[config.mk]
export PLATFORM = sky130hd
export DESIGN_NAME = sal_ram
export DESIGN_NICKNAME = d
export VERILOG_FILES = /design/src/rtl/sal_ram.sv
export SDC_FILE = /design/constraint.sdc
export NUM_CORES = 1
export LEC_CHECK = 0
export BUFFER_PORTS_ARGS = -buffer_cell sky130_fd_sc_hd__buf_2
export CAP_MARGIN = 20
export CORE_ASPECT_RATIO = 1.2
export CORE_MARGIN = 5
export CORE_UTILIZATION = 54
export CTS_CLUSTER_SIZE = 25
export DETAILED_ROUTE_END_ITERATION = 10
export GPL_TIMING_DRIVEN = 0
export PLACE_DENSITY = 0.76
export RECOVER_POWER = 25
export SLEW_MARGIN = 15
export SYNTH_ARGS = -nofsm -noshare
export SYNTH_HDL_FRONTEND = slang
export SYNTH_SLANG_ARGS = --single-unit
[constraint.sdc]
create_clock -name clk_i -period 1.6 [get_ports clk_i]
set_input_delay 0.24 -clock clk_i [delete_from_list [all_inputs] [get_ports clk_i]]
set_output_delay 0.24 -clock clk_i [all_outputs]
set_load 0.02 [all_outputs]
[src/rtl/sal_ram.sv]
// ----------------------------------------------------------------------------
// sal_ram: generic single-port-write, single-port-read synchronous RAM
// One write and one read per cycle; read data is registered and holds
// until the next read.
// ----------------------------------------------------------------------------
module sal_ram #(
  parameter int WIDTH = 8,
  parameter int DEPTH = 16,
  parameter int AW    = (DEPTH > 1) ? $clog2(DEPTH) : 1
) (
  input  logic             clk_i,
  input  logic             we_i,
  input  logic [AW-1:0]    waddr_i,
  input  logic [WIDTH-1:0] wdata_i,
  input  logic             re_i,
  input  logic [AW-1:0]    raddr_i,
  output logic [WIDTH-1:0] rdata_o
);

  logic [WIDTH-1:0] mem_q [DEPTH];
  logic [WIDTH-1:0] rdata_q;

  // Write port.
  always_ff @(posedge clk_i) begin
    if (we_i) begin
      mem_q[waddr_i] <= wdata_i;
    end
  end

  // Registered read port.
  always_ff @(posedge clk_i) begin
    if (re_i) begin
      rdata_q <= mem_q[raddr_i];
    end
  end

  assign rdata_o = rdata_q;

endmodule

Yosys cells after proc, flatten, opt, wreduce, memory -nomap -nowiden. Memory sizes are Yosys's and may differ from the RTL's. A register that Yosys moved wholly into a read port is not among the register bits. Cells that the tools add are included.

Mux-type cells: 2.

Operators with widths (number): 1-bit two-way mux (2).

Logic and storage cells: 3. Flip-flop bits (word level): 0. Bits of input ports: 19. Output and inout port bits: 8. Memory bits (writable): 128. Memories: 1.

Memories: mem_q (words 16, bits a word 8, read ports 1, clocked after Yosys merged registers in 1, wr ports 1, RTL line 20) `logic [WIDTH-1:0] mem_q [DEPTH];`.

Depth between registers and ports, before layout.
Depth in word-level cells: 2. Depth in mapped cells: 5. Depth with buffers taken out: 3.

Worst setup path after synthesis. Ideal clock, no wire load.

Kind: input -> register. Start: in waddr_i[2]. End: mem mem_q[0][0], enable pin. Cell stages on the path: 2. Setup slack: -0.133 ns. Required time: 1.217 ns. Path buffers: 0. Library setup time: 0.383 ns. Arrival: 1.350 ns. Path through: or3b_2 nor3_1.

RTL lines: start: declaration (RTL line 13) `input logic [AW-1:0] waddr_i,`; end: declaration (RTL line 20).

Straight into the memory's write port.

==> results.cfg <==
[status]
outcome = finished clean

[place]
dpl.hpwl_mm = 6.09
place.gp.congestion = 0.730
placed_area_um2 = 5520
port_buffers = 25
detailedPlace.worstSlack_ns = -0.334
place_inst = 378

[worst_setup_path]
cp-startpoint = mem_q[0][7]
worst-path-max-fanout = 1
cp_slowest_cell = mux4_2
path_buf_inv = 0
worstSetupPathType = reg -> reg
r2r-start = mem_q[0][7]
crit_path_end_kind = flip-flop
path_delay_family = multiplexers
required_ns = 1.76
ff2ff_path_depth = 3
slowest_delay_ns = 0.46
cp_num_cells = 3
critPathLaunchType = flip-flop
worstPathArrival_ns = 1.69
crit_chain = mux4_2 > a22oi_1 > nand2_1

[sta]
worst_pin_slew_ns = 0.795
setup_ws_ns = 0.0661
drv_slew = 0
hold_viol_final = 0
slew_headroom_pct = 46.8
period_minus_slack_ns = 1.53
fin_worst_skew_ns = 0.0114
finalSetupViolCount = 0
fmax_mhz = 652
post-route-period-util_pct = 95.9
rsz0062_at_grt = no

[power]
p_per_area_nw_per_um2 = 1370
ir_worst_vdd_mv = 0.814
leakage_nw = 2.04

[synthesis]
synthTopCellsByCount = edfxtp_1, mux4_2, a22oi_1
syn-cell-area_um2 = 5230
synth_top_area_share_pct = 78.1
synth_compound_area_share_pct = 2.30
synth_simple_gate_area_share_pct = 3.14
synth_top_family_by_area = multiplexers
ys.flop_type = edfxtp_1
async_flop_share_pct = 0
synth-xor-area-share_pct = 0
synth.distinct_cells = 18
syn_inst = 229
netlist_top_cells_area = edfxtp_1, mux4_2, mux4_1
ys_seq_area_share_pct = 78.1
synth.most_common_cell = edfxtp_1
synth-edff-count = 136
synth_area_per_cell_um2 = 22.8
yosysTopAreaCell = edfxtp_1
syn-num-nets = 248
yosys_register_bits = 136
yosysWarnings = 0
synth_mux_area_share_pct = 14.8
synthAdderAreaFrac_pct = 0

[floorplanning]
die_w_um = 99.8
io_pins = 27
core_area_um2 = 9520
die_h_um = 118
start_util_pct = 54.9
row_count = 39
dieArea_um2 = 11800

[worst_hold_path]
min_path_type = in -> reg
holdPathStages = 1
min-delay-start = re_i

[finish]
final_layout_size_suffix_gt1_share_pct = 29.3
fillerInstances = 622
synthToLayoutAreaGrowth_pct = 17.5
layout.cells.non_filler = 410
final_area_um2 = 6140
final_nets = 293
n_antenna_cell = 0

[clocking]
cts.path.max_buffers = 2
clk_pin_slew_worst_paths_ns = 0.06
cts_setup_buffers = 0
root_buffer = clkbuf_16
cts_tree = built
clk_latency_ns = 0.42
clock_sinks = 136
numCtsBuffers = 17
cts_max_level = 4

[global_routing]
grt.total_usage_pct = 19.1
grt_max_degree = 17
grt_remaining_overflow = 0
grt_pass1_vias = 2497
antenna_found_initial = 0
grt_pass1_wl_mm = 15.6

[route]
vias = 2498
via_per_inst = 6.09
wl_mm = 10.3
wl_per_cell_um = 25.1
drtIter0Drc = 241
drc = 0
firstDrtPassIters = 5
antenna_left = 0

[run]
cap_violations = 0
## logic make-up after synthesis
| kind of cell | after synthesis |
|---|---|
| AND/OR/NAND/NOR | 35 |
| multiplexers | 32 |
| flip-flops | 136 |
| AO/OA/AOI/OAI | 16 |
| buffers and inverters | 10 |
## flip-flops by register name, indices dropped and copies added, names as in the netlist
name / flops
rdata_o: 8
mem_q: 128
## what timing repair did
action	4_1_cts	5_1_grt
hold buffers	0	0
setup endpoints to repair	0	2
gates resized for setup	0	2
## layout by cell type (no fill, tap or decap), types with 2 or more instances in the layout
cell type,instances
bufinv_16,4
clkdlybuf4s25_2,3
buf_4,2
nor3_2,3
clkbuf_1,6
clkbuf_16,17
a22oi_2,2
mux4_2,18
a22oi_1,14
mux4_1,14
clkinvlp_4,4
buf_6,3
edfxtp_1,136
clkinv_2,3
nand2b_1,2
nand2_1,9
nor2_1,13
clkinv_1,2
nand3b_1,2
buf_2,23
## path summary, 6_finish.rpt
check / to / slack, ns
worst max-delay path: rdata_o[7] / 0.07
worst min-delay path: rdata_o[5] / 0.23
worst max register to register: rdata_o[7] / 0.07
worst min register to register: rdata_o[3] / 0.77
## report_power, final
part | total, mW | switching (mW) | internal (mW)
Sequential | 4.04 | 0.0201 | 4.02
Clock | 3.99 | 1.41 | 2.58
Combinational | 0.399 | 0.244 | 0.155
Total | 8.43 | 1.67 | 6.76
## area by class of cell
cell class	instances	area, µm²	area share (%)
Multi-Input combinational cell	83	1080	17.6
Timing Repair Buffer	26	126	2.06
Buffer	10	86.3	1.41
Clock buffer	18	429	6.99
Clock inverter	14	181	2.95
Sequential cell	136	4080	66.5
Tap cell	123	154	2.51
## routing by layer
metal / vias to the layer above / wire length [µm] / GRT usage, % / share of wire (%)
li1: 1068 / - / - / -
met1: 1303 / 4150 / 26.1 / 40
met2: 113 / 5160 / 28.5 / 50
met3: 14 / 745 / 5.99 / 7.2
met4: 0 / 242 / 7.94 / 2.4
met5: - / 0 / 0 / 0
## per-stage QoR
| stage | setup TNS, ns | utilization [%] | hold slack (ns) | power, mW |
|---|---|---|---|---|
| floorplan | 0 | - | 0.339 | 4.33 |
| global placement | -18.52 | 57.9 | 0.573 | 4.48 |
| detailed placement | -16.31 | 58.1 | 0.585 | 4.50 |
| CTS | 0 | 64.5 | 0.142 | 8.46 |
| global route | 0 | 64.6 | 0.231 | 8.69 |
| finish | 0 | 64.6 | 0.232 | 8.43 |
Note: power is estimated with default switching activity, not from simulation.
