**src/rtl/sal_pkg.sv**
```systemverilog
// ----------------------------------------------------------------------------
// sal_pkg: shared definitions for the set-associative LRU tag lookup
// Field widths, register reset values, register indexes and the
// configuration record used across the lookup core.
// ----------------------------------------------------------------------------
package sal_pkg;

  // Field widths of the channels.
  localparam int ADDR_W        = 32;
  localparam int TAG_W         = 32;
  localparam int OFFSET_BITS_W = 5;
  localparam int INDEX_BITS_W  = 4;
  localparam int WAYS_IN_USE_W = 4;

  // Raw set number before reduction to the storage depth.
  localparam int IDX_RAW_W = (1 << INDEX_BITS_W) - 1;

  // Configuration write channel.
  localparam int CFG_IDX_W  = 2;
  localparam int CFG_DATA_W = 5;

  localparam logic [CFG_IDX_W-1:0] CFG_OFFSET_BITS = 2'd0;
  localparam logic [CFG_IDX_W-1:0] CFG_INDEX_BITS  = 2'd1;
  localparam logic [CFG_IDX_W-1:0] CFG_WAYS_IN_USE = 2'd2;

  // Register reset values.
  localparam logic [OFFSET_BITS_W-1:0] OFFSET_BITS_RST = 5'd5;
  localparam logic [INDEX_BITS_W-1:0]  INDEX_BITS_RST  = 4'd6;
  localparam logic [WAYS_IN_USE_W-1:0] WAYS_IN_USE_RST = 4'd8;

  // Default storage geometry.
  localparam int MAX_SETS_DEF = 256;
  localparam int MAX_WAYS_DEF = 8;

  // Current geometry registers.
  typedef struct packed {
    logic [OFFSET_BITS_W-1:0] offset_bits;
    logic [INDEX_BITS_W-1:0]  index_bits;
    logic [WAYS_IN_USE_W-1:0] ways_in_use;
  } cfg_t;

endpackage

```
**src/rtl/sal_intf.sv**
```systemverilog


interface sal_cfg_if;
  import sal_pkg::*;

  logic                  valid;
  logic                  ready;
  logic [CFG_IDX_W-1:0]  index;
  logic [CFG_DATA_W-1:0] data;

  modport source (output valid, output index, output data, input ready);
  modport sink   (input valid, input index, input data, output ready);
endinterface

```
**src/rtl/sal_cfg.sv**
```systemverilog
// ----------------------------------------------------------------------------
// sal_cfg: geometry registers of the set-associative LRU tag lookup
// Takes one word per accept on the configuration channel; indexes outside
// the register list are accepted and dropped.
// ----------------------------------------------------------------------------
module sal_cfg (
  input  logic          clk_i,
  input  logic          rst_ni,
  sal_cfg_if.sink       cfg_i,
  output sal_pkg::cfg_t cfg_o
);
  import sal_pkg::*;

  cfg_t cfg_q;
  cfg_t cfg_d;
  logic wr_acc;

  assign cfg_i.ready = 1'b1;
  assign wr_acc      = cfg_i.valid && cfg_i.ready;

  // Register write decode.
  always_comb begin
    cfg_d = cfg_q;
    if (wr_acc) begin
      case (cfg_i.index)
        CFG_OFFSET_BITS: cfg_d.offset_bits = cfg_i.data[OFFSET_BITS_W-1:0];
        CFG_INDEX_BITS:  cfg_d.index_bits  = cfg_i.data[INDEX_BITS_W-1:0];
        CFG_WAYS_IN_USE: cfg_d.ways_in_use = cfg_i.data[WAYS_IN_USE_W-1:0];
        default: ;
      endcase
    end
  end

  always_ff @(posedge clk_i or negedge rst_ni) begin
    if (!rst_ni) begin
      cfg_q.offset_bits <= OFFSET_BITS_RST;
      cfg_q.index_bits  <= INDEX_BITS_RST;
      cfg_q.ways_in_use <= WAYS_IN_USE_RST;
    end else begin
      cfg_q <= cfg_d;
    end
  end

  assign cfg_o = cfg_q;

endmodule

```
**src/flat_wrapper.sv**
```systemverilog
// flat-port wrapper written by rule: the top's interface ports become plain ports
module sal_cfg_flat import sal_pkg::*;
  (clk_i, rst_ni, cfg_o, cfg_i_valid, cfg_i_index, cfg_i_data, cfg_i_ready);
  sal_cfg_if cfg_i_i ();
  input  logic clk_i;
  input  logic rst_ni;
  output sal_pkg::cfg_t cfg_o;
  input wire logic [$bits(cfg_i_i.valid)-1:0] cfg_i_valid;
  input wire logic [$bits(cfg_i_i.index)-1:0] cfg_i_index;
  input wire logic [$bits(cfg_i_i.data)-1:0] cfg_i_data;
  output wire logic [$bits(cfg_i_i.ready)-1:0] cfg_i_ready;
  assign cfg_i_i.valid = cfg_i_valid;
  assign cfg_i_i.index = cfg_i_index;
  assign cfg_i_i.data = cfg_i_data;
  assign cfg_i_ready = cfg_i_i.ready;
  sal_cfg u_core (.clk_i(clk_i), .rst_ni(rst_ni), .cfg_i(cfg_i_i), .cfg_o(cfg_o));
endmodule
```
**config.mk**
```make
export PLATFORM = sky130hd
export DESIGN_NAME = sal_cfg_flat
export DESIGN_NICKNAME = d
export VERILOG_FILES = /design/src/rtl/sal_pkg.sv /design/src/rtl/sal_intf.sv /design/src/rtl/sal_cfg.sv /design/src/flat_wrapper.sv
export SDC_FILE = /design/constraint.sdc
export NUM_CORES = 1
export LEC_CHECK = 0
export BUFFER_PORTS_ARGS = -buffer_cell sky130_fd_sc_hd__buf_2
export CAP_MARGIN = 25
export CORE_AREA = 2 2 39 41
export CTS_CLUSTER_DIAMETER = 80
export CTS_CLUSTER_SIZE = 30
export DETAILED_ROUTE_END_ITERATION = 6
export DIE_AREA = 0 0 41 43
export PLACE_DENSITY_LB_ADDON = 0.05
export SLEW_MARGIN = 20
export SYNTH_ARGS = -nofsm -noshare
export SYNTH_HDL_FRONTEND = slang
export SYNTH_SLANG_ARGS = --single-unit
```
**constraint.sdc**
```tcl
create_clock -name clk_i -period 1 [get_ports clk_i]
set_input_delay 0.1 -clock clk_i [delete_from_list [all_inputs] [get_ports clk_i]]
set_output_delay 0.1 -clock clk_i [all_outputs]
set_load 0.1 [all_outputs]
```
# Word-level counts from Yosys, hierarchy flattened
# Cells that the tools add are included.
[totals] reg_bits=13 output_inout_bits=14 wordCells=9
[classes] eq_ne=2 n_reduce_logical=4
[op_table] cell="AND reduction 2 bit" n=3
[op_table] cell="equality test 2 x 1 -> 1 bit (second input constant)" n=1
[op_table] cell="equality test 2 bit (second input constant)" n=1
[op_table] cell="zero test 2 bit" n=1

# Logic depth before layout (Yosys ltp)
# Gate-level depths: netlist of run 1.
[depth] depth_word=2 mapped_depth=2 ltp_nobuf=2

# Worst setup path before layout of run 1
# OpenSTA, ideal clock, no wires.
[synth_timing] kind="register to register" start="reg u_core.cfg_o[0] (netlist name)" end="reg u_core.cfg_q, in the netlist u_core.cfg_o[0]" setup_time_ns=0.126 arrival_ns=1.134 t_required_ns=0.874 path_slack_ns=-0.260 path_stages_with_launch=2 path_buffers=0 path_cell_list="dfrtp_1 -> mux2_2"
[synth_lines] item="end signal, assigned" line_no="sal_cfg.sv:40" text="cfg_q <= cfg_d;"
[synth_lines] item="end, declared" line_no="sal_cfg.sv:14" text="cfg_t cfg_q;"

# Worst setup path after layout of run 1
[layout_timing] start="reg u_core.cfg_q, in the netlist u_core.cfg_o[5]" end="out cfg_o[5] (netlist bit)"
[layout_lines] item="end, declared" line_no="flat_wrapper.sv:7" text="output sal_pkg::cfg_t cfg_o;"
# No word-level cell between the ends.

==> qor.csv, run 1 <==
metric,value,unit
start_util,37.8,%
synthCells,31,
antennaDiodeCount,0,
fin_ws,-0.176,ns
finalNonFillerCells,75,
violations,setup timing,
sw_frac_of_total,44.8,%
clk-insertion-delay-late,0.26,ns
drc_errors,0,
grt_pass1_vias,366,
die_w,41,um
grt_pass1_wl,1.75,mm
run_status,"finished, violations left",
core_area,0.00138,mm^2
crit_start,u_core.cfg_o[5],
grt_start_max_net_pins,14,
slew_violations,0,
hold_path_class,input port to flip-flop,
pwr-share-comb,55.4,%
antenna_found_initial,0,
viasPerCell,4.83,
die_y,43,um
drive_gt1_share,91.5,%
crit_slowest_cell,dfstp_4,
area_growth,87.8,%
ys_ff_latch,13,
setup_viol,13,
cts_root_buffer,clkbuf_4,
yosys.cell_types.count,7,
io_buffer_count,22,
post_dp_cell_area,935,um^2
fmax,850,MHz
vias,362,
mostFrequentLayoutCell,buf_12,
largest_reg_flops,13,
dpl_worst_slack,-0.106,ns
gp_congestion,0.652,
arrival,1.08,ns
p_int,1.42,mW
fin_area,982,um^2
required,0.90,ns
final_cell_mix,"buf_12 (13), mux2_4 (10), buf_2 (9)",
final.setup.tns,-1.10,ns
rsz0062_at_grt,true,
drtIter0Drc,4,
dp_cells,69,
seqPwrFrac,32.5,%
criticalPathCategory,flip-flop to output pin,
gr-usage-all-layers,14.8,%
yosys_warnings,0,
end_kind,output pin,
regToRegStartpoint,u_core.cfg_o[7],
power.density,2610,mW/mm^2
vdd_drop_max,0.00138,V
cp_cell_sequence,buf_12,
dp_hpwl,881,um
clk_pin_slew_worst_paths,0.08,ns
routedWlPerCell,15.1,um
hp-start,cfg_i_data[4],
skew,0,ns
clockBufferDepth,2,
p_clk_share,12.1,%
hold_viol_final,0,
fin_crit_sh,118,%
htreeDepth,1,
nets,70,
worst_path_largest_cell_delay,0.64,ns
clock-sinks,13,
boundaryPins,24,
die_area,0.00176,mm^2
p_sw,1.15,mW
num_rows,14,
crit_fanout,2,
fin_util,71.0,%
synth_fp_nets,41,
maxCapViolCount,0,
cp-start-kind,flip-flop,
grt_overflow,0,
cts_buffers,3,
netlist_area,523,um^2
syn_area_per_cell,16.9,um^2
cts_tree,done,
first_pass_iters,4,
ant_nets,0,
critPathTopFamily,flip-flops,
leakagePower,0.441,nW
synth-seq-area-share,63.4,%
layout_min_cycle_time,1.18,ns
routed_wl,1.13,mm
worst-path-buf-inv,1,
[layout make-up]
type	instances	area, um^2
fillers	93	402
flip-flops and latches	13	380
repair buffers	25	334
multi-input cells	17	221
clock buffers	4	26.3
well taps	16	20.0
[final timing paths]
path                            slack, ns                to  depth (start not counted)
worst max-delay path                -0.18          cfg_o[5]                          1
worst min-delay path                 0.07  u_core.cfg_o[12]                          2
worst max register to register       0.02   u_core.cfg_o[7]                          2
worst min register to register       0.60   u_core.cfg_o[9]                          1
max in group asynchronous            0.46   u_core.cfg_o[8]                          2
min in group asynchronous            0.25   u_core.cfg_o[1]                          2
[cells by family after synthesis]
family	Yosys count	share of synthesized area (%)
muxes	13	28.0
other	1	0.717
and+or+nand+nor	3	6.46
buffers and inverters	1	1.44
DFF	13	63.4
[power by group through the flow]
stage	clock (mW)	sequential, mW	combinational (mW)
global placement	0	0.839	1.40
floorplan	0	1.54	0.170
finish	0.311	0.834	1.42
detailed placement	0	0.843	1.41
global route	0.335	0.848	1.45
CTS	0.315	0.833	1.43
[repair_timing]
item                                   CTS  global route
gates resized for setup                  0             1
buffers inserted                         1             0
endpoints found under the hold margin   13             0
hold buffers                             1             0
setup endpoints to repair               13            14
[per-stage QoR]
stage | total power, mW | hold slack, ns
floorplan | 1.71 | -0.196
CTS | 2.57 | 0.0702
global route | 2.64 | 0.0730
detailed placement | 2.25 | 0.00349
finish | 2.57 | 0.0676
global placement | 2.24 | -0.0128
[layer usage]
| layer | global-route usage (%) | routed length (um) | up-vias |
|---|---|---|---|
| met5 | 0 | 0 | - |
| met4 | 5.33 | 0 | 0 |
| met3 | 3.66 | 70 | 0 |
| met2 | 22.2 | 592 | 12 |
| met1 | 20.1 | 471 | 184 |
| li1 | - | - | 166 |
[cells in the mapped netlist]
library cell | instances | share of area, %
dfstp_2 | 5 | 25
dfrtp_1 | 8 | 38
nor3b_4 | 1 | 3.6
mux2_2 | 13 | 28
buf_4 | 1 | 1.4
nand3b_1 | 2 | 2.9
conb_1 | 1 | 0.72
Note: power is estimated with default switching activity, not from simulation.
==> inputs of run 2 (changes only) <==
Settings changed: HOLD_SLACK_MARGIN set to 0.1.
==> run 2 against run 1 <==
The run still ends with setup timing left. Global-route usage rose by 0.10 points. Cell count is 2.7% higher. Wire length increased by 1.2%. Sequential share of layout area down 0.77 points. Largest cell class unchanged. Highest routed layer unchanged.
==> qor.csv, run 2 (synthesis results as in run 1) <==
metric,value,unit,change
gr-usage-all-layers,14.9,%,+0.10 points
cts_root_buffer,clkbuf_4,,
clk_pin_slew_worst_paths,0.08,ns,about the same
grt_overflow,0,,unchanged
cp_cell_sequence,buf_12,,
top_layer,met3,,
grt_pass1_wl,1.75,mm,unchanged
nets,72,,+2.9%
mostFrequentLayoutCell,buf_12,,
sw_frac_of_total,44.7,%,-0.069 points
routedWlPerCell,14.9,um,-1.4%
clock-sinks,13,,unchanged
seqPwrFrac,32.4,%,about the same
wl_met1,487,um,+3.4%
required,0.90,ns,about the same
setup_viol,13,,unchanged
clk-insertion-delay-late,0.26,ns,about the same
boundaryPins,24,,unchanged
die_area,0.00176,mm^2,unchanged
largest_reg_flops,13,,unchanged
hold_viol_final,0,,unchanged
io_buffer_count,22,,unchanged
p_int,1.42,mW,+0.36%
die_w,41,um,unchanged
finalNonFillerCells,77,,+2.7%
die_y,43,um,unchanged
n_fill_cell,91,,-2.2%
power.density,2570,mW/mm^2,-1.8%
p_sw,1.15,mW,about the same
first_pass_iters,4,,unchanged
htreeDepth,1,,unchanged
drtIter0Drc,4,,unchanged
cts_buffers,3,,unchanged
core_area,0.00138,mm^2,unchanged
regToRegStartpoint,u_core.cfg_o[7],,
num_rows,14,,unchanged
skew,0,ns,unchanged
cp-start-kind,flip-flop,,
wl_met3,70,um,unchanged
slew_violations,0,,unchanged
dp_hpwl,881,um,unchanged
crit_slowest_cell,dfstp_4,,
drc_errors,0,,unchanged
crit_start,u_core.cfg_o[5],,
fin_crit_sh,118,%,about the same
p_clk_share,12.1,%,about the same
area_growth,91.6,%,
antenna_found_initial,0,,unchanged
antennaDiodeCount,0,,unchanged
hp-start,cfg_i_data[1],,
maxCapViolCount,0,,unchanged
grt_pass1_vias,369,,+0.82%
multi_input_area,221,um^2,unchanged
fin_ws,-0.176,ns,-0.000220 ns
grt_start_max_net_pins,14,,unchanged
routed_wl,1.15,mm,+1.2%
final_cell_mix,"buf_12 (13), mux2_4 (10), buf_2 (9)",,
end_kind,output pin,,
criticalPathCategory,flip-flop to output pin,,
pwr-share-comb,55.5,%,about the same
viasPerCell,4.81,,-0.44%
run_status,"finished, violations left",,
rsz0062_at_grt,true,,
dp_cells,69,,unchanged
crit_fanout,2,,unchanged
cts_tree,done,,
worst_path_largest_cell_delay,0.64,ns,about the same
arrival,1.08,ns,about the same
route.met2.wl,589,um,-0.51%
worst-path-buf-inv,1,,unchanged
violations,setup timing,,
gp_congestion,0.652,,unchanged
fmax,850,MHz,about the same
ant_nets,0,,unchanged
start_util,37.8,%,unchanged
drive_gt1_share,88.5,%,-3.0 points
vdd_drop_max,0.00138,V,+0.12%
leakagePower,0.449,nW,+1.9%
layout_min_cycle_time,1.18,ns,+0.000220 ns
register_area,380,um^2,unchanged
critPathTopFamily,flip-flops,,
vias,370,,+2.2%
hold_path_class,input port to flip-flop,,
clockBufferDepth,2,,unchanged
whs,0.102,ns,+0.0340 ns
fin_util,72.4,%,+1.4 points
run 2: cell count changes in the layout (fill, tap and decap cells not counted):
| cell | change |
|---|---|
| dlygate4sd3_1 | +2 |
run 2: area by class of cell:
class / instances / share of cell area (%)
tap: 16 / 2.00
timing repair buffer: 27 / 35.3
multi-input combinational: 17 / 22.1
sequential: 13 / 38.0
clock buffer: 4 / 2.62
run 2: per-stage QoR:
| stage | area (um^2) | total power, mW | setup TNS (ns) | setup WS (ns) |
|---|---|---|---|---|
| 3_3_place_gp | 935 | 2.24 | -0.351 | -0.0797 |
| 4_1_cts | 998 | 2.58 | -1.14 | -0.179 |
| 2_1_floorplan | 609 | 1.71 | -0.241 | -0.0206 |
| 6_report | 1000 | 2.57 | -1.10 | -0.176 |
| 3_5_place_dp | 935 | 2.25 | -0.623 | -0.106 |
| 5_1_grt | 1000 | 2.64 | -1.35 | -0.195 |
run 2: worst paths after layout:
kind                                    to  slack, ns  depth (start not counted)
max                               cfg_o[5]      -0.18                          1
min                        u_core.cfg_o[9]       0.10                          2
max reg2reg                u_core.cfg_o[7]       0.02                          2
min reg2reg                u_core.cfg_o[9]       0.60                          1
max in group asynchronous  u_core.cfg_o[8]       0.46                          2
min in group asynchronous  u_core.cfg_o[1]       0.25                          2
run 2: metal layers:
layer  up-vias  track usage, %
li1        170               -
met1       188            20.8
met2        12            21.9
met3         0            3.66
met4         0            5.33
met5         -               0
run 2: repair_timing:
item,4_1_cts,5_1_grt
endpoints found under the hold margin,15,0
resized for setup,0,1
hold buffers,3,0
endpoints found under the setup margin,13,14
buffers inserted,1,0
run 2: worst reg2reg max path, delay by kind of cell, from the launching register on:
family	cells	cell delay, ns
DFF	1	0.50
buffers and inverters	1	0.12
muxes	1	0.25
run 2: power by group through the flow:
stage	Clock, mW	Combinational [mW]	Sequential, mW
global route	0.335	1.46	0.848
global placement	0	1.40	0.839
finish	0.310	1.43	0.834
CTS	0.315	1.43	0.833
floorplan	0	0.170	1.54
detailed placement	0	1.41	0.843
==> inputs of run 3 (changes only) <==
Settings changed: ABC_AREA set to 1.
==> run 3 against run 2 <==
The run still ends with setup timing left. Combinational power shrank 18%. Sequential cell count stayed put. First-iteration DRC count rose by 50%. Core utilization fell by 0.27 points. Design area fell by 0.37%. Synthesized cell count is 100% higher. Clock skew unchanged. Wire length increased by 14%. Register-to-register slack gained 0.18 ns.
==> qor.csv, run 3 <==
metric,value,unit,change
gp_congestion,0.782,,+20%
cts_root_buffer,clkbuf_4,,
yosysMostFrequentCell,nand2_1,,
first_pass_iters,4,,unchanged
cp_cell_sequence,buf_12,,
drive_gt1_share,48.4,%,-40 points
viasPerCell,4.87,,+1.3%
routedWlPerCell,12.2,um,-18%
register_area,360,um^2,-5.3%
cts_buffers,3,,unchanged
yosys_warnings,0,,unchanged
cts_tree,done,,
clockBufferDepth,2,,unchanged
drc_errors,0,,unchanged
synthTopCellsByArea,"dfrtp_1 (34%), dfstp_2 (23%), nand2_1 (17%)",,
async_flop_share,100,%,unchanged
boundaryPins,24,,unchanged
antenna_found_initial,0,,unchanged
dp_hpwl,958,um,+8.8%
fin_ws,-0.185,ns,-0.00907 ns
num_rows,14,,unchanged
gr-usage-all-layers,19.0,%,+4.1 points
criticalPathCategory,flip-flop to output pin,,
drtIter0Drc,6,,+2
worst-path-buf-inv,1,,unchanged
die_area,0.00176,mm^2,unchanged
grt_pass1_wl,2.19,mm,+26%
worst_path_largest_cell_delay,0.64,ns,about the same
ys_ff_latch,13,,unchanged
die_w,41,um,unchanged
crit_fanout,2,,unchanged
crit_slowest_cell,dfstp_4,,
post_cts_buffers,0,,-1
synth_ff_type,dfrtp_1,,
run_status,"finished, violations left",,
core_area,0.00138,mm^2,unchanged
required,0.90,ns,about the same
wl_met1,518,um,+6.4%
synth_fp_nets,72,,+76%
mostFrequentLayoutCell,nand2_1,,
wl_met3,80,um,+14%
syn_area_per_cell,9.38,um^2,-44%
final.setup.tns,-0.890,ns,+0.206 ns
vias,521,,+41%
grt_start_max_net_pins,17,,+3
area_growth,71.6,%,
ant_nets,0,,unchanged
die_y,43,um,unchanged
fin_crit_sh,119,%,+0.91 points
whs,0.130,ns,+0.0289 ns
top_layer,met4,,
layout_min_cycle_time,1.19,ns,+0.00907 ns
clk-insertion-delay-late,0.27,ns,about the same
synth-seq-area-share,57.0,%,-6.4 points
fmax,844,MHz,-0.76%
grt_pass1_vias,510,,+38%
grt_overflow,0,,unchanged
clk_pin_slew_worst_paths,0.08,ns,about the same
violations,setup timing,,
nets,102,,+42%
rsz0062_at_grt,true,,
power.density,2250,mW/mm^2,-12%
clock-sinks,13,,unchanged
cp-start-kind,flip-flop,,
slew_violations,0,,unchanged
final_cell_mix,"nand2_1 (26), buf_12 (13), buf_2 (9)",,
critPathTopFamily,flip-flops,,
leakagePower,0.473,nW,+5.4%
route.met2.wl,668,um,+13%
synth_edf_count,0,,unchanged
antennaDiodeCount,0,,unchanged
n_fill_cell,103,,+13%
maxCapViolCount,0,,unchanged
routed_wl,1.30,mm,+14%
yosys.cell_types.count,13,,+6
vdd_drop_max,0.00123,V,-11%
post_cts_resized,0,,unchanged
setup_viol,5,,-8
synth_top_area_share,34.4,%,-3.9 points
largest_reg_flops,13,,unchanged
multi_input_area,219,um^2,-1.1%
synthCells,62,,+100%
start_util,42.0,%,+4.2 points
netlist_area,582,um^2,+11%
skew,0,ns,unchanged
end_kind,output pin,,
synthDominantAreaCellType,dfrtp_1,,
hold_path_class,input port to flip-flop,,
io_buffer_count,22,,unchanged
hold_viol_final,0,,unchanged
synth.top_cells.by_count,"nand2_1 (26), dfrtp_1 (8), nand4_1 (8)",,
arrival,1.09,ns,about the same
htreeDepth,1,,unchanged
-- run 3: changes by cell type after synthesis, moves of 2 or more --
cell      before  now
nand4_1        0    8
nand3_1        0    5
nand3b_1       2    0
nand3_2        0    2
nand2_1        0   26
inv_2          0    2
mux2_2        13    0
-- run 3: cell type report --
class                   instances  share of cell area (%)
repair buffers                 28                    36.6
flip-flops and latches         13                    36.1
multi-input cells              44                    21.9
clock buffers                   4                    2.63
well taps                      16                    2.01
inverters                       2                   0.752
-- run 3: layer usage --
metal / vias to the layer above / track usage (%)
met5: - / 0
met4: 0 / 10.0
met3: 4 / 5.24
met2: 18 / 29.4
met1: 239 / 22.8
li1: 260 / -
-- run 3: where the power goes --
part	internal [mW]	switching, mW
Sequential	0.665	0.0920
Clock	0.155	0.169
Combinational	0.392	0.778
-- run 3: final timing paths --
kind | depth (start not counted) | slack, ns | from | end
worst min register to register | 2 | 0.52 | u_core.cfg_o[12] | u_core.cfg_o[12]
worst min-delay path | 3 | 0.13 | cfg_i_index[1] | u_core.cfg_o[3]
worst max register to register | 2 | 0.20 | u_core.cfg_o[6] | u_core.cfg_o[6]
worst max-delay path | 1 | -0.19 | u_core.cfg_o[3] | cfg_o[3]
min in group asynchronous | 2 | 0.23 | rst_ni | u_core.cfg_o[1]
max in group asynchronous | 2 | 0.49 | rst_ni | u_core.cfg_o[8]
-- run 3: worst min-delay path: stages --
cell and delay [ns]:
buf_2 0.16, nand4_1 0.10, nand2_1 0.05
-- run 3: metrics by stage --
step | worst slack (ns) | util, % | power [mW] | cells | instance area (um^2)
after CTS | -0.189 | 72.2 | 2.27 | 107 | 998
after global routing | -0.208 | 72.2 | 2.34 | 107 | 998
final | -0.185 | 72.2 | 2.25 | 107 | 998
after detailed placement | 0.116 | 65.9 | 1.93 | 97 | 912
after global placement | 0.122 | 65.9 | 1.91 | 97 | 912
after floorplan | 0.0374 | - | 1.47 | 62 | 611
-- run 3: cell families (layout without fill, tap and decap cells) --
logic type | Yosys count | after routing | share of synthesized area [%]
other | 1 | 1 | 0.645
AND/OR/NAND/NOR | 43 | 43 | 37.0
flip-flops | 13 | 13 | 57.0
buffers and inverters | 5 | 34 | 5.38
-- run 3: repair_timing --
action,4_1_cts,5_1_grt
endpoints found under the hold margin,21,0
endpoints found under the setup margin,5,6
hold buffers,6,0
