### src/rtl/sal_pkg.sv
// ----------------------------------------------------------------------------
// sal_pkg: shared definitions for the set-associative LRU tag lookup
// Field widths, register reset values, register indexes and the
// configuration record used across the lookup core.
// ----------------------------------------------------------------------------
package sal_pkg;

  // Field widths of the channels.
  localparam int ADDR_W        = 32;
  localparam int TAG_W         = 32;
  localparam int OFFSET_BITS_W = 5;
  localparam int INDEX_BITS_W  = 4;
  localparam int WAYS_IN_USE_W = 4;

  // Raw set number before reduction to the storage depth.
  localparam int IDX_RAW_W = (1 << INDEX_BITS_W) - 1;

  // Configuration write channel.
  localparam int CFG_IDX_W  = 2;
  localparam int CFG_DATA_W = 5;

  localparam logic [CFG_IDX_W-1:0] CFG_OFFSET_BITS = 2'd0;
  localparam logic [CFG_IDX_W-1:0] CFG_INDEX_BITS  = 2'd1;
  localparam logic [CFG_IDX_W-1:0] CFG_WAYS_IN_USE = 2'd2;

  // Register reset values.
  localparam logic [OFFSET_BITS_W-1:0] OFFSET_BITS_RST = 5'd5;
  localparam logic [INDEX_BITS_W-1:0]  INDEX_BITS_RST  = 4'd6;
  localparam logic [WAYS_IN_USE_W-1:0] WAYS_IN_USE_RST = 4'd8;

  // Default storage geometry.
  localparam int MAX_SETS_DEF = 256;
  localparam int MAX_WAYS_DEF = 8;

  // Current geometry registers.
  typedef struct packed {
    logic [OFFSET_BITS_W-1:0] offset_bits;
    logic [INDEX_BITS_W-1:0]  index_bits;
    logic [WAYS_IN_USE_W-1:0] ways_in_use;
  } cfg_t;

endpackage

### src/rtl/sal_lru_update.sv
// ----------------------------------------------------------------------------
// sal_lru_update: tag compare and LRU rank update for one set
// Compares the lookup tag against every valid way, picks the hit way or the
// fill way, and forms the new valid bits, ranks and tags of the set.
// ----------------------------------------------------------------------------
module sal_lru_update #(
  parameter int MAX_WAYS = sal_pkg::MAX_WAYS_DEF,
  parameter int RANK_W   = (MAX_WAYS > 1) ? $clog2(MAX_WAYS) : 1
) (
  input  logic [MAX_WAYS-1:0][sal_pkg::TAG_W-1:0]   tags_i,
  input  logic [MAX_WAYS-1:0]                       vld_i,
  input  logic [MAX_WAYS-1:0][RANK_W-1:0]           ranks_i,
  input  logic [sal_pkg::TAG_W-1:0]                 tag_i,
  input  logic [sal_pkg::WAYS_IN_USE_W-1:0]         ways_in_use_i,
  output logic                                      hit_o,
  output logic [MAX_WAYS-1:0][sal_pkg::TAG_W-1:0]   tags_o,
  output logic [MAX_WAYS-1:0]                       vld_o,
  output logic [MAX_WAYS-1:0][RANK_W-1:0]           ranks_o
);
  import sal_pkg::*;

  localparam int WAY_W = (MAX_WAYS > 1) ? $clog2(MAX_WAYS) : 1;
  localparam int CNT_W = $clog2(MAX_WAYS + 1);
  localparam int WC_W  = (CNT_W > WAYS_IN_USE_W) ? CNT_W : WAYS_IN_USE_W;

  logic [MAX_WAYS-1:0] match;
  logic [MAX_WAYS-1:0] best;
  logic [RANK_W-1:0]   match_rank;
  logic [CNT_W-1:0]    count;
  logic [WC_W-1:0]     count_ext;
  logic [WC_W-1:0]     ways_eff;
  logic                evict;
  logic                lru_any;
  logic [WAY_W-1:0]    lru_slot;
  logic                free_any;
  logic [WAY_W-1:0]    free_slot;
  logic [WAY_W-1:0]    slot;

  // Tag match per valid way.
  always_comb begin
    for (int w = 0; w < MAX_WAYS; w++) begin
      match[w] = vld_i[w] && (tags_i[w] == tag_i);
    end
  end

  // Among matching ways the lowest rank wins; on a tie the lowest way wins.
  always_comb begin
    for (int w = 0; w < MAX_WAYS; w++) begin
      best[w] = match[w];
      for (int v = 0; v < MAX_WAYS; v++) begin
        if (v < w) begin
          if (match[v] && !(ranks_i[v] > ranks_i[w])) best[w] = 1'b0;
        end else if (v > w) begin
          if (match[v] && (ranks_i[v] < ranks_i[w])) best[w] = 1'b0;
        end
      end
    end
  end

  always_comb begin
    match_rank = '0;
    for (int w = 0; w < MAX_WAYS; w++) begin
      if (best[w]) match_rank = match_rank | ranks_i[w];
    end
  end

  assign hit_o = |match;

  // Effective associativity, clamped to one and to the storage ways.
  assign count     = CNT_W'($countones(vld_i));
  assign count_ext = WC_W'(count);

  always_comb begin
    if (ways_in_use_i == '0) begin
      ways_eff = WC_W'(1);
    end else if (WC_W'(ways_in_use_i) > WC_W'(MAX_WAYS)) begin
      ways_eff = WC_W'(MAX_WAYS);
    end else begin
      ways_eff = WC_W'(ways_in_use_i);
    end
  end

  assign evict = (count_ext >= ways_eff);

  // Fill way on a miss: last way holding the oldest rank, or the first
  // invalid way while the set has room.
  always_comb begin
    lru_any   = 1'b0;
    lru_slot  = '0;
    free_any  = 1'b0;
    free_slot = '0;
    for (int w = 0; w < MAX_WAYS; w++) begin
      if (vld_i[w] && (WC_W'(ranks_i[w]) == (count_ext - WC_W'(1)))) begin
        lru_any  = 1'b1;
        lru_slot = WAY_W'(w);
      end
    end
    for (int w = MAX_WAYS - 1; w >= 0; w--) begin
      if (!vld_i[w]) begin
        free_any  = 1'b1;
        free_slot = WAY_W'(w);
      end
    end
  end

  always_comb begin
    if (evict) begin
      slot = lru_any ? lru_slot : '0;
    end else begin
      slot = free_any ? free_slot : '0;
    end
  end

  // New contents of the set.
  always_comb begin
    tags_o  = tags_i;
    vld_o   = vld_i;
    ranks_o = ranks_i;
    for (int w = 0; w < MAX_WAYS; w++) begin
      if (hit_o) begin
        if (best[w]) begin
          ranks_o[w] = '0;
        end else if (vld_i[w] && (ranks_i[w] < match_rank)) begin
          ranks_o[w] = ranks_i[w] + RANK_W'(1);
        end
      end else begin
        if (WAY_W'(w) == slot) begin
          tags_o[w]  = tag_i;
          vld_o[w]   = 1'b1;
          ranks_o[w] = '0;
        end else if (vld_i[w]) begin
          ranks_o[w] = ranks_i[w] + RANK_W'(1);
        end
      end
    end
  end

endmodule

### config.mk
export PLATFORM = sky130hd
export DESIGN_NAME = sal_lru_update
export DESIGN_NICKNAME = d
export VERILOG_FILES = /design/src/rtl/sal_pkg.sv /design/src/rtl/sal_lru_update.sv
export SDC_FILE = /design/constraint.sdc
export NUM_CORES = 1
export LEC_CHECK = 0
export BUFFER_PORTS_ARGS = -buffer_cell sky130_fd_sc_hd__buf_2
export CORE_AREA = 2 2 239 241
export DETAILED_ROUTE_END_ITERATION = 12
export DIE_AREA = 0 0 241 243
export PLACE_DENSITY_LB_ADDON = 0.15
export SLEW_MARGIN = 40
export SYNTH_ARGS = -nofsm -noshare
export SYNTH_HDL_FRONTEND = slang
export SYNTH_SLANG_ARGS = --single-unit
### constraint.sdc
create_clock -name vclk -period 8.6
set_input_delay 0.86 -clock vclk [all_inputs]
set_output_delay 0.86 -clock vclk [all_outputs]
set_load 0.05 [all_outputs]
Word-level counts from Yosys, hierarchy flattened
Index checks and enable logic that the tools add are counted.
W data, S select, Z words.
{ "totals": {"inputBits": 324, "reg_bits": 0} }
{ "classes": {"mux": 172, "addsub": 16, "order_cmp": 66, "n_eq_ne": 23, "bitwise": 7, "reduce_logical": 111} }
{ "op_table": {"columns": ["operator", "count"], "rows": [
  ["$mux W32", 16],
  ["$eq A32 B32 Y1", 8],
  ["$mux W3", 65],
  ["$lt A3 B3 Y1", 36],
  ["$mux W1", 89],
  ["$gt A3 B3 Y1", 28],
  ["$logic_and A1 B1 Y1", 80],
  ["$eq A3 B4 Y1", 8],
  ["$logic_not A1 Y1", 28],
  ["$add A3 B1 Y3 const B", 8],
  ["$or A3 B3 Y3", 7],
  ["$eq A3 B3 Y1 const A", 4],
  ["$add A1 B1 Y2", 4],
  ["$mux W4", 2],
  ["$reduce_or A8 Y1", 1],
  ["$add A2 B2 Y3", 2],
  ["$eq A2 B3 Y1 const A", 2],
  ["$add A3 B3 Y4", 1],
  ["$ge A4 B4 Y1", 1],
  ["$gt A4 B4 Y1 const B", 1],
  ["$logic_not A4 Y1", 1],
  ["$sub A4 B1 Y4 const B", 1],
  ["$eq A1 B3 Y1 const A", 1],
  ["$logic_not A3 Y1", 1]
]} }

Logic depth before layout (Yosys ltp)
Gate-level depths: netlist (run 1).
{ "depth": {"depth_word": 30, "ltp_mapped": 23} }

Least setup slack after synthesis (run 1)
No wires, ideal clock.
{ "synth_path": {"kind": "input-to-output", "from": "in vld_i[0]", "to": "out tags_o[166] in the netlist's numbering", "cell_stages": 22, "n_path_buf": 2, "required_time_ps": 7740, "slack_ps": 866, "arrival_ps": 6874, "path_cell_list": "fa_1 inv_1 fa_1 fa_1 inv_1 ha_1 fa_1 inv_1 ha_1 buf_1 xor2_1 nand3_1 o21ai_0 a2111oi_0 or2_2 a221oi_1 o31ai_1 inv_1 nor2_1 nand2_1 clkbuf_1 o21ai_0"} }
{ "synth_rtl": {"columns": ["element", "line", "rtl"], "rows": [
  ["from (decl)", "sal_lru_update.sv:11", "input logic [MAX_WAYS-1:0] vld_i,"],
  ["to (decl)", "sal_lru_update.sv:16", "output logic [MAX_WAYS-1:0][sal_pkg::TAG_W-1:0] tags_o,"]
]} }

==> results of run 1 <==
metal layers:
metal / track usage (%) / wire length, microns
met4: 13.6 / 5520
met5: 0 / 198
met2: 55.3 / 47100
met3: 6.96 / 8970
met1: 45.4 / 44300
where the power goes:
| part | switching (mW) | internal, mW | leakage [nW] |
|---|---|---|---|
| Clock | 0 | 0.000000125 | 0.0000570 |
| Sequential | 0 | 0 | 0 |
| Combinational | 2.27 | 0.878 | 7.26 |
| Total | 2.27 | 0.878 | 7.26 |
cells in the mapped netlist (5+ instances only):
cell	number
sky130_fd_sc_hd__xnor2_1	89
sky130_fd_sc_hd__a21oi_1	18
sky130_fd_sc_hd__buf_2	35
sky130_fd_sc_hd__o22ai_1	15
sky130_fd_sc_hd__nor2_1	59
sky130_fd_sc_hd__nor3_1	45
sky130_fd_sc_hd__xor2_1	179
sky130_fd_sc_hd__and2_1	9
sky130_fd_sc_hd__a211oi_1	7
sky130_fd_sc_hd__a21o_1	10
sky130_fd_sc_hd__a211o_1	10
sky130_fd_sc_hd__a22o_1	9
sky130_fd_sc_hd__o31ai_1	5
sky130_fd_sc_hd__nand2_1	62
sky130_fd_sc_hd__o21a_1	15
sky130_fd_sc_hd__nand4_1	61
sky130_fd_sc_hd__o2111ai_1	6
sky130_fd_sc_hd__a2111oi_0	15
sky130_fd_sc_hd__nor4_1	95
sky130_fd_sc_hd__nand2b_1	28
sky130_fd_sc_hd__or4_1	16
sky130_fd_sc_hd__o2bb2ai_1	5
sky130_fd_sc_hd__nor2b_1	38
sky130_fd_sc_hd__a41oi_1	6
sky130_fd_sc_hd__a22oi_1	9
sky130_fd_sc_hd__nor4b_1	14
sky130_fd_sc_hd__o22a_1	5
sky130_fd_sc_hd__nand3_1	51
sky130_fd_sc_hd__o21ai_1	5
sky130_fd_sc_hd__and3_1	17
sky130_fd_sc_hd__o21ai_0	57
sky130_fd_sc_hd__or3_1	9
sky130_fd_sc_hd__o32ai_1	13
sky130_fd_sc_hd__mux2_2	250
sky130_fd_sc_hd__inv_1	86
sky130_fd_sc_hd__clkbuf_1	76
sky130_fd_sc_hd__ha_1	116
sky130_fd_sc_hd__a32oi_1	27
sky130_fd_sc_hd__nor3b_1	7
sky130_fd_sc_hd__or2_2	10
sky130_fd_sc_hd__o211ai_1	7
layout make-up:
| type | count | share of cell area [%] |
|---|---|---|
| tap | 756 | 5.62 |
| antenna | 9 | 0.134 |
| inverter | 90 | 2.01 |
| timing repair buffer | 675 | 21.0 |
| multi-input combinational | 1465 | 71.3 |
cell families after synthesis:
group	after synthesis	share of synthesized area (%)
and+or+nand+nor	544	24.4
AOI/OAI and AO/OA	279	16.2
xor gates and xnor gates	269	18.5
muxes	253	22.2
buffers and inverters	209	6.69
adders and majority gates	120	11.9
layout by cell type, fill, tap and decap left out, types with 18 or more instances in the layout:
| cell | count |
|---|---|
| sky130_fd_sc_hd__buf_4 | 62 |
| sky130_fd_sc_hd__nand2_1 | 62 |
| sky130_fd_sc_hd__ha_1 | 116 |
| sky130_fd_sc_hd__nand4_1 | 61 |
| sky130_fd_sc_hd__nand2b_1 | 28 |
| sky130_fd_sc_hd__a32oi_1 | 27 |
| sky130_fd_sc_hd__xor2_1 | 179 |
| sky130_fd_sc_hd__nor4_1 | 94 |
| sky130_fd_sc_hd__nor2b_1 | 38 |
| sky130_fd_sc_hd__mux2_2 | 250 |
| sky130_fd_sc_hd__buf_2 | 613 |
| sky130_fd_sc_hd__o21ai_0 | 55 |
| sky130_fd_sc_hd__a21oi_1 | 18 |
| sky130_fd_sc_hd__nand3_1 | 51 |
| sky130_fd_sc_hd__xnor2_1 | 89 |
| sky130_fd_sc_hd__nor2_1 | 57 |
| sky130_fd_sc_hd__inv_1 | 86 |
| sky130_fd_sc_hd__nor3_1 | 42 |
worst max-delay path, stage by stage:
cell                        delay [ns]
sky130_fd_sc_hd__buf_2            0.30
sky130_fd_sc_hd__fa_1             0.48
sky130_fd_sc_hd__inv_1            0.08
sky130_fd_sc_hd__fa_1             0.42
sky130_fd_sc_hd__fa_1             0.49
sky130_fd_sc_hd__inv_1            0.04
sky130_fd_sc_hd__ha_1             0.20
sky130_fd_sc_hd__fa_1             0.54
sky130_fd_sc_hd__inv_1            0.06
sky130_fd_sc_hd__ha_1             0.45
sky130_fd_sc_hd__xor2_1           0.22
sky130_fd_sc_hd__nand3_1          0.14
sky130_fd_sc_hd__o21ai_0          0.10
sky130_fd_sc_hd__a2111oi_0        0.36
sky130_fd_sc_hd__or2_2            0.17
sky130_fd_sc_hd__a221oi_1         0.09
sky130_fd_sc_hd__o31ai_2          0.41
sky130_fd_sc_hd__inv_1            0.21
sky130_fd_sc_hd__nor2_1           0.21
sky130_fd_sc_hd__nand2_1          0.08
sky130_fd_sc_hd__buf_4            0.31
sky130_fd_sc_hd__o21ai_1          0.56
sky130_fd_sc_hd__buf_2            0.38
how the worst min path moves through the flow:
stage	from	end	slack [ns]	cells past startpoint
after detailed placement	ranks_i[23]	ranks_o[23]	2.12	3
after floorplan	ranks_i[12]	ranks_o[12]	1.95	1
final	ranks_i[23]	ranks_o[23]	2.12	3
after global routing	ranks_i[23]	ranks_o[23]	2.14	3
after CTS	ranks_i[23]	ranks_o[23]	2.12	3
after global placement	ranks_i[23]	ranks_o[23]	2.12	3
metrics by stage:
stage          utilization, %  hold slack [ns]  setup WS, ns
2_1_floorplan               -             1.95         0.866
3_3_place_gp             30.0             2.12         0.223
3_5_place_dp             30.0             2.12         0.203
4_1_cts                  30.0             2.12         0.166
5_1_grt                  30.1             2.14         0.112
6_report                 30.1             2.12         0.530
==> qor.tcl, run 1 <==
set qor(cts-resized-gates) 0
set qor(post_route_cells_drive_above_1_share_pct) 43.0
set qor(cp_data_required_time_ns) 7.74
set qor(timing.critical_path.arrival_ns) 7.21
set qor(layout.sequential_cells) 0
set qor(cts_setup_buffers) 0
set qor(setup_viol_count_final) 0
set qor(crit_path_from) {vld_i[3]}
set qor(floorplan.core_area_sq_mm) 0.0560
set qor(number_of_global_route_vias_before_repair) 17060
set qor(routed_wire_length_per_instance_microns) 35.4
set qor(die_width_microns) 241
set qor(grt_pass1_wl_mm) 142
set qor(numPlacedInstances) 2986
set qor(final.fill_count) 6300
set qor(maxCapViolCount) 0
set qor(die-height_microns) 243
set qor(cts_hold_buffers) 0
set qor(netlist_area_sq_mm) 0.0128
set qor(finalMaxSlewViolations) 0
set qor(path_max_fanout) 35
set qor(io_pins) 613
set qor(grt_overflow_total) 0
set qor(finalHoldViolCount) 0
set qor(finish.net_count) 2676
set qor(final_gp_congestion) 0.999
set qor(clock_buffers) 0
set qor(route.detailed.vias_per_inst) 5.83
set qor(multi_input_area_sq_mm) 0.0120
set qor(drcViolationCount) 0
set qor(number_of_drc_markers_after_the_initial_detailed_route_iteration) 1766
set qor(post_synth_main_area_contributors) {sky130_fd_sc_hd__mux2_2 22%, sky130_fd_sc_hd__xor2_1 12%, sky130_fd_sc_hd__ha_1 11%}
set qor(die_area_sq_mm) 0.0586
set qor(drt_first_pass_iters) 6
set qor(ant_nets) 0
set qor(cellLeakagePower_nw) 7.26
set qor(slew_headroom_pct) 42.5
set qor(initial_core_util_pct) 22.9
set qor(synthesized_netlist_cell_count) 1674
set qor(grt_setup_unrepaired) {false}
set qor(final_instance_count_excl_fillers) 2995
set qor(min_period_over_period_pct) 93.8
set qor(globalRouteTotalUtil_pct) 34.7
set qor(ir_worst_vdd_mv) 0.128
set qor(detailed_place_hpwl_mm) 89.3
set qor(tightest_slew_ns) 0.841
set qor(power_after_layout_mw) 3.15
set qor(setup_total_negative_slack_ns) 0
set qor(capturing_element_of_the_worst_setup_path) {tags_o[38]}
set qor(crit_path_end_kind) {output port}
set qor(synth_fp_nets) 2118
set qor(grt_max_degree) 36
set qor(finalCriticalPeriod_ns) 8.07
set qor(synth.largest_area_cell) {sky130_fd_sc_hd__mux2_2}
set qor(via_count) 17461
set qor(post_synth.cell_area_avg_sq_um) 7.66
set qor(p_per_area_mw_per_mm2) 187
set qor(drt-total-wl_mm) 106
set qor(maxClockFrequency_mhz) 124
set qor(synth-seq-area-share_pct) 0
set qor(placementRows) 87
set qor(grt_antenna_before_repair) 27
set qor(critical_path.startpoint_type) {primary input}
set qor(library_cells_used_by_synthesis) 85
set qor(hold_path_class) {in -> out}
set qor(final_cell_area_sq_mm) 0.0168
set qor(placed_area_sq_mm) 0.0168
set qor(yosys_warnings) 0
set qor(outcome) {complete, no violations}
set qor(area_delta_synth_final_pct) 31.4
set qor(timing_worst_setup_path_type) {in -> out}
set qor(numPortBuffers) 613
set qor(synth_top_area_share_pct) 22.0
set qor(area_taken_by_flip_flops_and_latches_sq_um) 0
No activity file was read; power rests on OpenSTA's default activity.
==> inputs of run 2 (changes only) <==
- CORE_AREA: 2 2 239 241 -> 2 2 237 239
- DIE_AREA: 0 0 241 243 -> 0 0 239 241
- clock period: 8.6 -> 9.9 ns (I/O delays scaled with it)
==> run 2 against run 1 <==
Cell area is 0.31% lower. Global-route usage is 0.23 points higher. Flip-flop and latch count stayed put. Critical path depth is 2 lower. Total power is 14% lower. Worst setup slack better by 0.41 ns. Non-clock buffer count is 4 lower. Core utilization is 0.49 points higher. Sequential share of layout area stayed put. Routed wire length is 0.28% lower. Count of clock-buffer cells in the layout stayed put. Critical endpoint is now tags_o[43]. Largest cell class unchanged.
==> qor.tcl, run 2 (synthesis results as in run 1) <==
set qor(outcome) {complete, no violations}
set qor(switchingPower_mw) 1.92
set qor(use_met2_pct) 57.1
set qor(detailed_place_hpwl_mm) 88.6
set qor(placementRows) 86
set qor(cp_data_required_time_ns) 8.91
set qor(area_taken_by_flip_flops_and_latches_sq_um) 0
set qor(top_usage_layer) {met2}
set qor(finalCriticalPeriod_ns) 8.96
set qor(final_common_cell) {sky130_fd_sc_hd__buf_2}
set qor(p_per_area_mw_per_mm2) 160
set qor(setup_total_negative_slack_ns) 0
set qor(finish.net_count) 2672
set qor(setup_viol_count_final) 0
set qor(grt_antenna_before_repair) 17
set qor(die_area_sq_mm) 0.0576
set qor(final_instance_count_excl_fillers) 2937
set qor(floorplan.core_area_sq_mm) 0.0549
set qor(io_pins) 613
set qor(ant_nets) 0
set qor(number_of_global_route_vias_before_repair) 17164
set qor(die_width_microns) 239
set qor(min_to) {ranks_o[23]}
set qor(internal_power_mw) 0.766
set qor(ir_worst_vdd_mv) 0.137
set qor(cts-resized-gates) 0
set qor(die-height_microns) 241
set qor(numPlacedInstances) 2930
set qor(tightest_slew_ns) 0.884
set qor(timing.hold.worst_path_depth) 3
set qor(timing_worst_setup_path_type) {in -> out}
set qor(hold_path_class) {in -> out}
set qor(routed_wire_length_per_instance_microns) 36.0
set qor(combPwrFrac_pct) 100.0
set qor(timing.critical_path.arrival_ns) 7.97
set qor(power.share.switching_pct) 71.5
set qor(final_gp_congestion) 0.969
set qor(drt_first_pass_iters) 5
set qor(area_delta_synth_final_pct) 31.0
set qor(finalMaxSlewViolations) 0
set qor(most_frequent_cells_in_the_layout) {613 x sky130_fd_sc_hd__buf_2, 250 x sky130_fd_sc_hd__mux2_2, 179 x sky130_fd_sc_hd__xor2_1}
set qor(clock_buffers) 0
set qor(initial_core_util_pct) 23.4
set qor(grt_overflow_total) 0
set qor(globalRouteTotalUtil_pct) 34.9
set qor(number_of_drc_markers_after_the_initial_detailed_route_iteration) 1682
set qor(grtUsageMet3_pct) 7.26
set qor(min_period_over_period_pct) 90.5
set qor(clock_power_share_pct) 0
set qor(cts_hold_buffers) 0
set qor(layout.sequential_cells) 0
set qor(drt-total-wl_mm) 106
set qor(crit_path_end_kind) {output port}
set qor(post_route_cells_drive_above_1_share_pct) 43.0
set qor(grt_pass1_wl_mm) 141
set qor(slew_headroom_pct) 40.9
set qor(route.detailed.vias_per_inst) 5.96
set qor(grtUsageMet1_pct) 45.1
set qor(cts_setup_buffers) 0
set qor(final.fill_count) 6162
set qor(critical_path.startpoint_type) {primary input}
set qor(cellLeakagePower_nw) 7.28
set qor(via_count) 17503
set qor(numPortBuffers) 613
set qor(maxCapViolCount) 0
set qor(path_max_fanout) 16
set qor(grt_setup_unrepaired) {false}
set qor(drcViolationCount) 0
set qor(finalHoldViolCount) 0
set qor(min_from) {ranks_i[23]}
set qor(seq_power_share_pct) 0
set qor(grt_max_degree) 36
set qor(maxClockFrequency_mhz) 112
==> run 2: critical path, stage by stage <==
cell                        delay, ns
sky130_fd_sc_hd__buf_2           0.25
sky130_fd_sc_hd__fa_1            0.46
sky130_fd_sc_hd__inv_1           0.08
sky130_fd_sc_hd__fa_1            0.42
sky130_fd_sc_hd__fa_1            0.49
sky130_fd_sc_hd__inv_1           0.04
sky130_fd_sc_hd__ha_1            0.20
sky130_fd_sc_hd__fa_1            0.54
sky130_fd_sc_hd__inv_1           0.06
sky130_fd_sc_hd__ha_1            0.20
sky130_fd_sc_hd__xor3_1          0.57
sky130_fd_sc_hd__o211ai_1        0.17
sky130_fd_sc_hd__a2111oi_0       0.36
sky130_fd_sc_hd__or2_2           0.17
sky130_fd_sc_hd__a221oi_1        0.08
sky130_fd_sc_hd__o31ai_1         0.60
sky130_fd_sc_hd__inv_1           0.25
sky130_fd_sc_hd__nor2_1          0.21
sky130_fd_sc_hd__nand2_1         0.55
sky130_fd_sc_hd__o21ai_0         0.83
sky130_fd_sc_hd__buf_2           0.41
==> run 2: worst max-delay path by stage <==
stage | slack [ns] | from | end | cells after the start
CTS | 1.12 | vld_i[3] | tags_o[38] | 21
floorplan | 1.91 | vld_i[0] | tags_o[166] | 22
finish | 0.94 | vld_i[3] | tags_o[43] | 21
global placement | 1.25 | vld_i[3] | tags_o[43] | 22
global route | 0.67 | vld_i[3] | tags_o[43] | 21
detailed placement | 1.13 | vld_i[3] | tags_o[38] | 21
==> run 2: final cells by class <==
| class | instances | area [sq um] | share of cell area, % |
|---|---|---|---|
| inverter | 90 | 338 | 2.01 |
| timing repair buffer | 671 | 3510 | 20.9 |
| tap | 704 | 881 | 5.25 |
| antenna | 7 | 17.5 | 0.104 |
| multi-input combinational | 1465 | 12000 | 71.7 |
==> run 2: power by group through the flow <==
stage                     combinational [mW]    clock [mW]  sequential, mW
final                                   2.69  0.0000000358               0
after global placement                  2.63             0               0
after global routing                    2.78  0.0000000135               0
after detailed placement                2.65             0               0
after floorplan                         1.89             0               0
after CTS                               2.66             0               0
==> run 2: per-stage QoR <==
step | total power [mW] | worst slack [ns] | utilization [%] | area (sq um) | hold slack [ns]
2_1_floorplan | 1.89 | 1.91 | - | 12800 | 2.21
3_3_place_gp | 2.63 | 1.25 | 30.4 | 16700 | 2.37
3_5_place_dp | 2.65 | 1.13 | 30.6 | 16800 | 2.37
4_1_cts | 2.66 | 1.12 | 30.6 | 16800 | 2.37
5_1_grt | 2.78 | 0.668 | 30.6 | 16800 | 2.40
6_report | 2.69 | 0.942 | 30.6 | 16800 | 2.37
==> run 2: per-layer routing <==
layer	routed length, microns	part of all wire [%]
met5	125	0.12
met4	4600	4.3
met3	8780	8.3
met2	48100	45
met1	44200	42
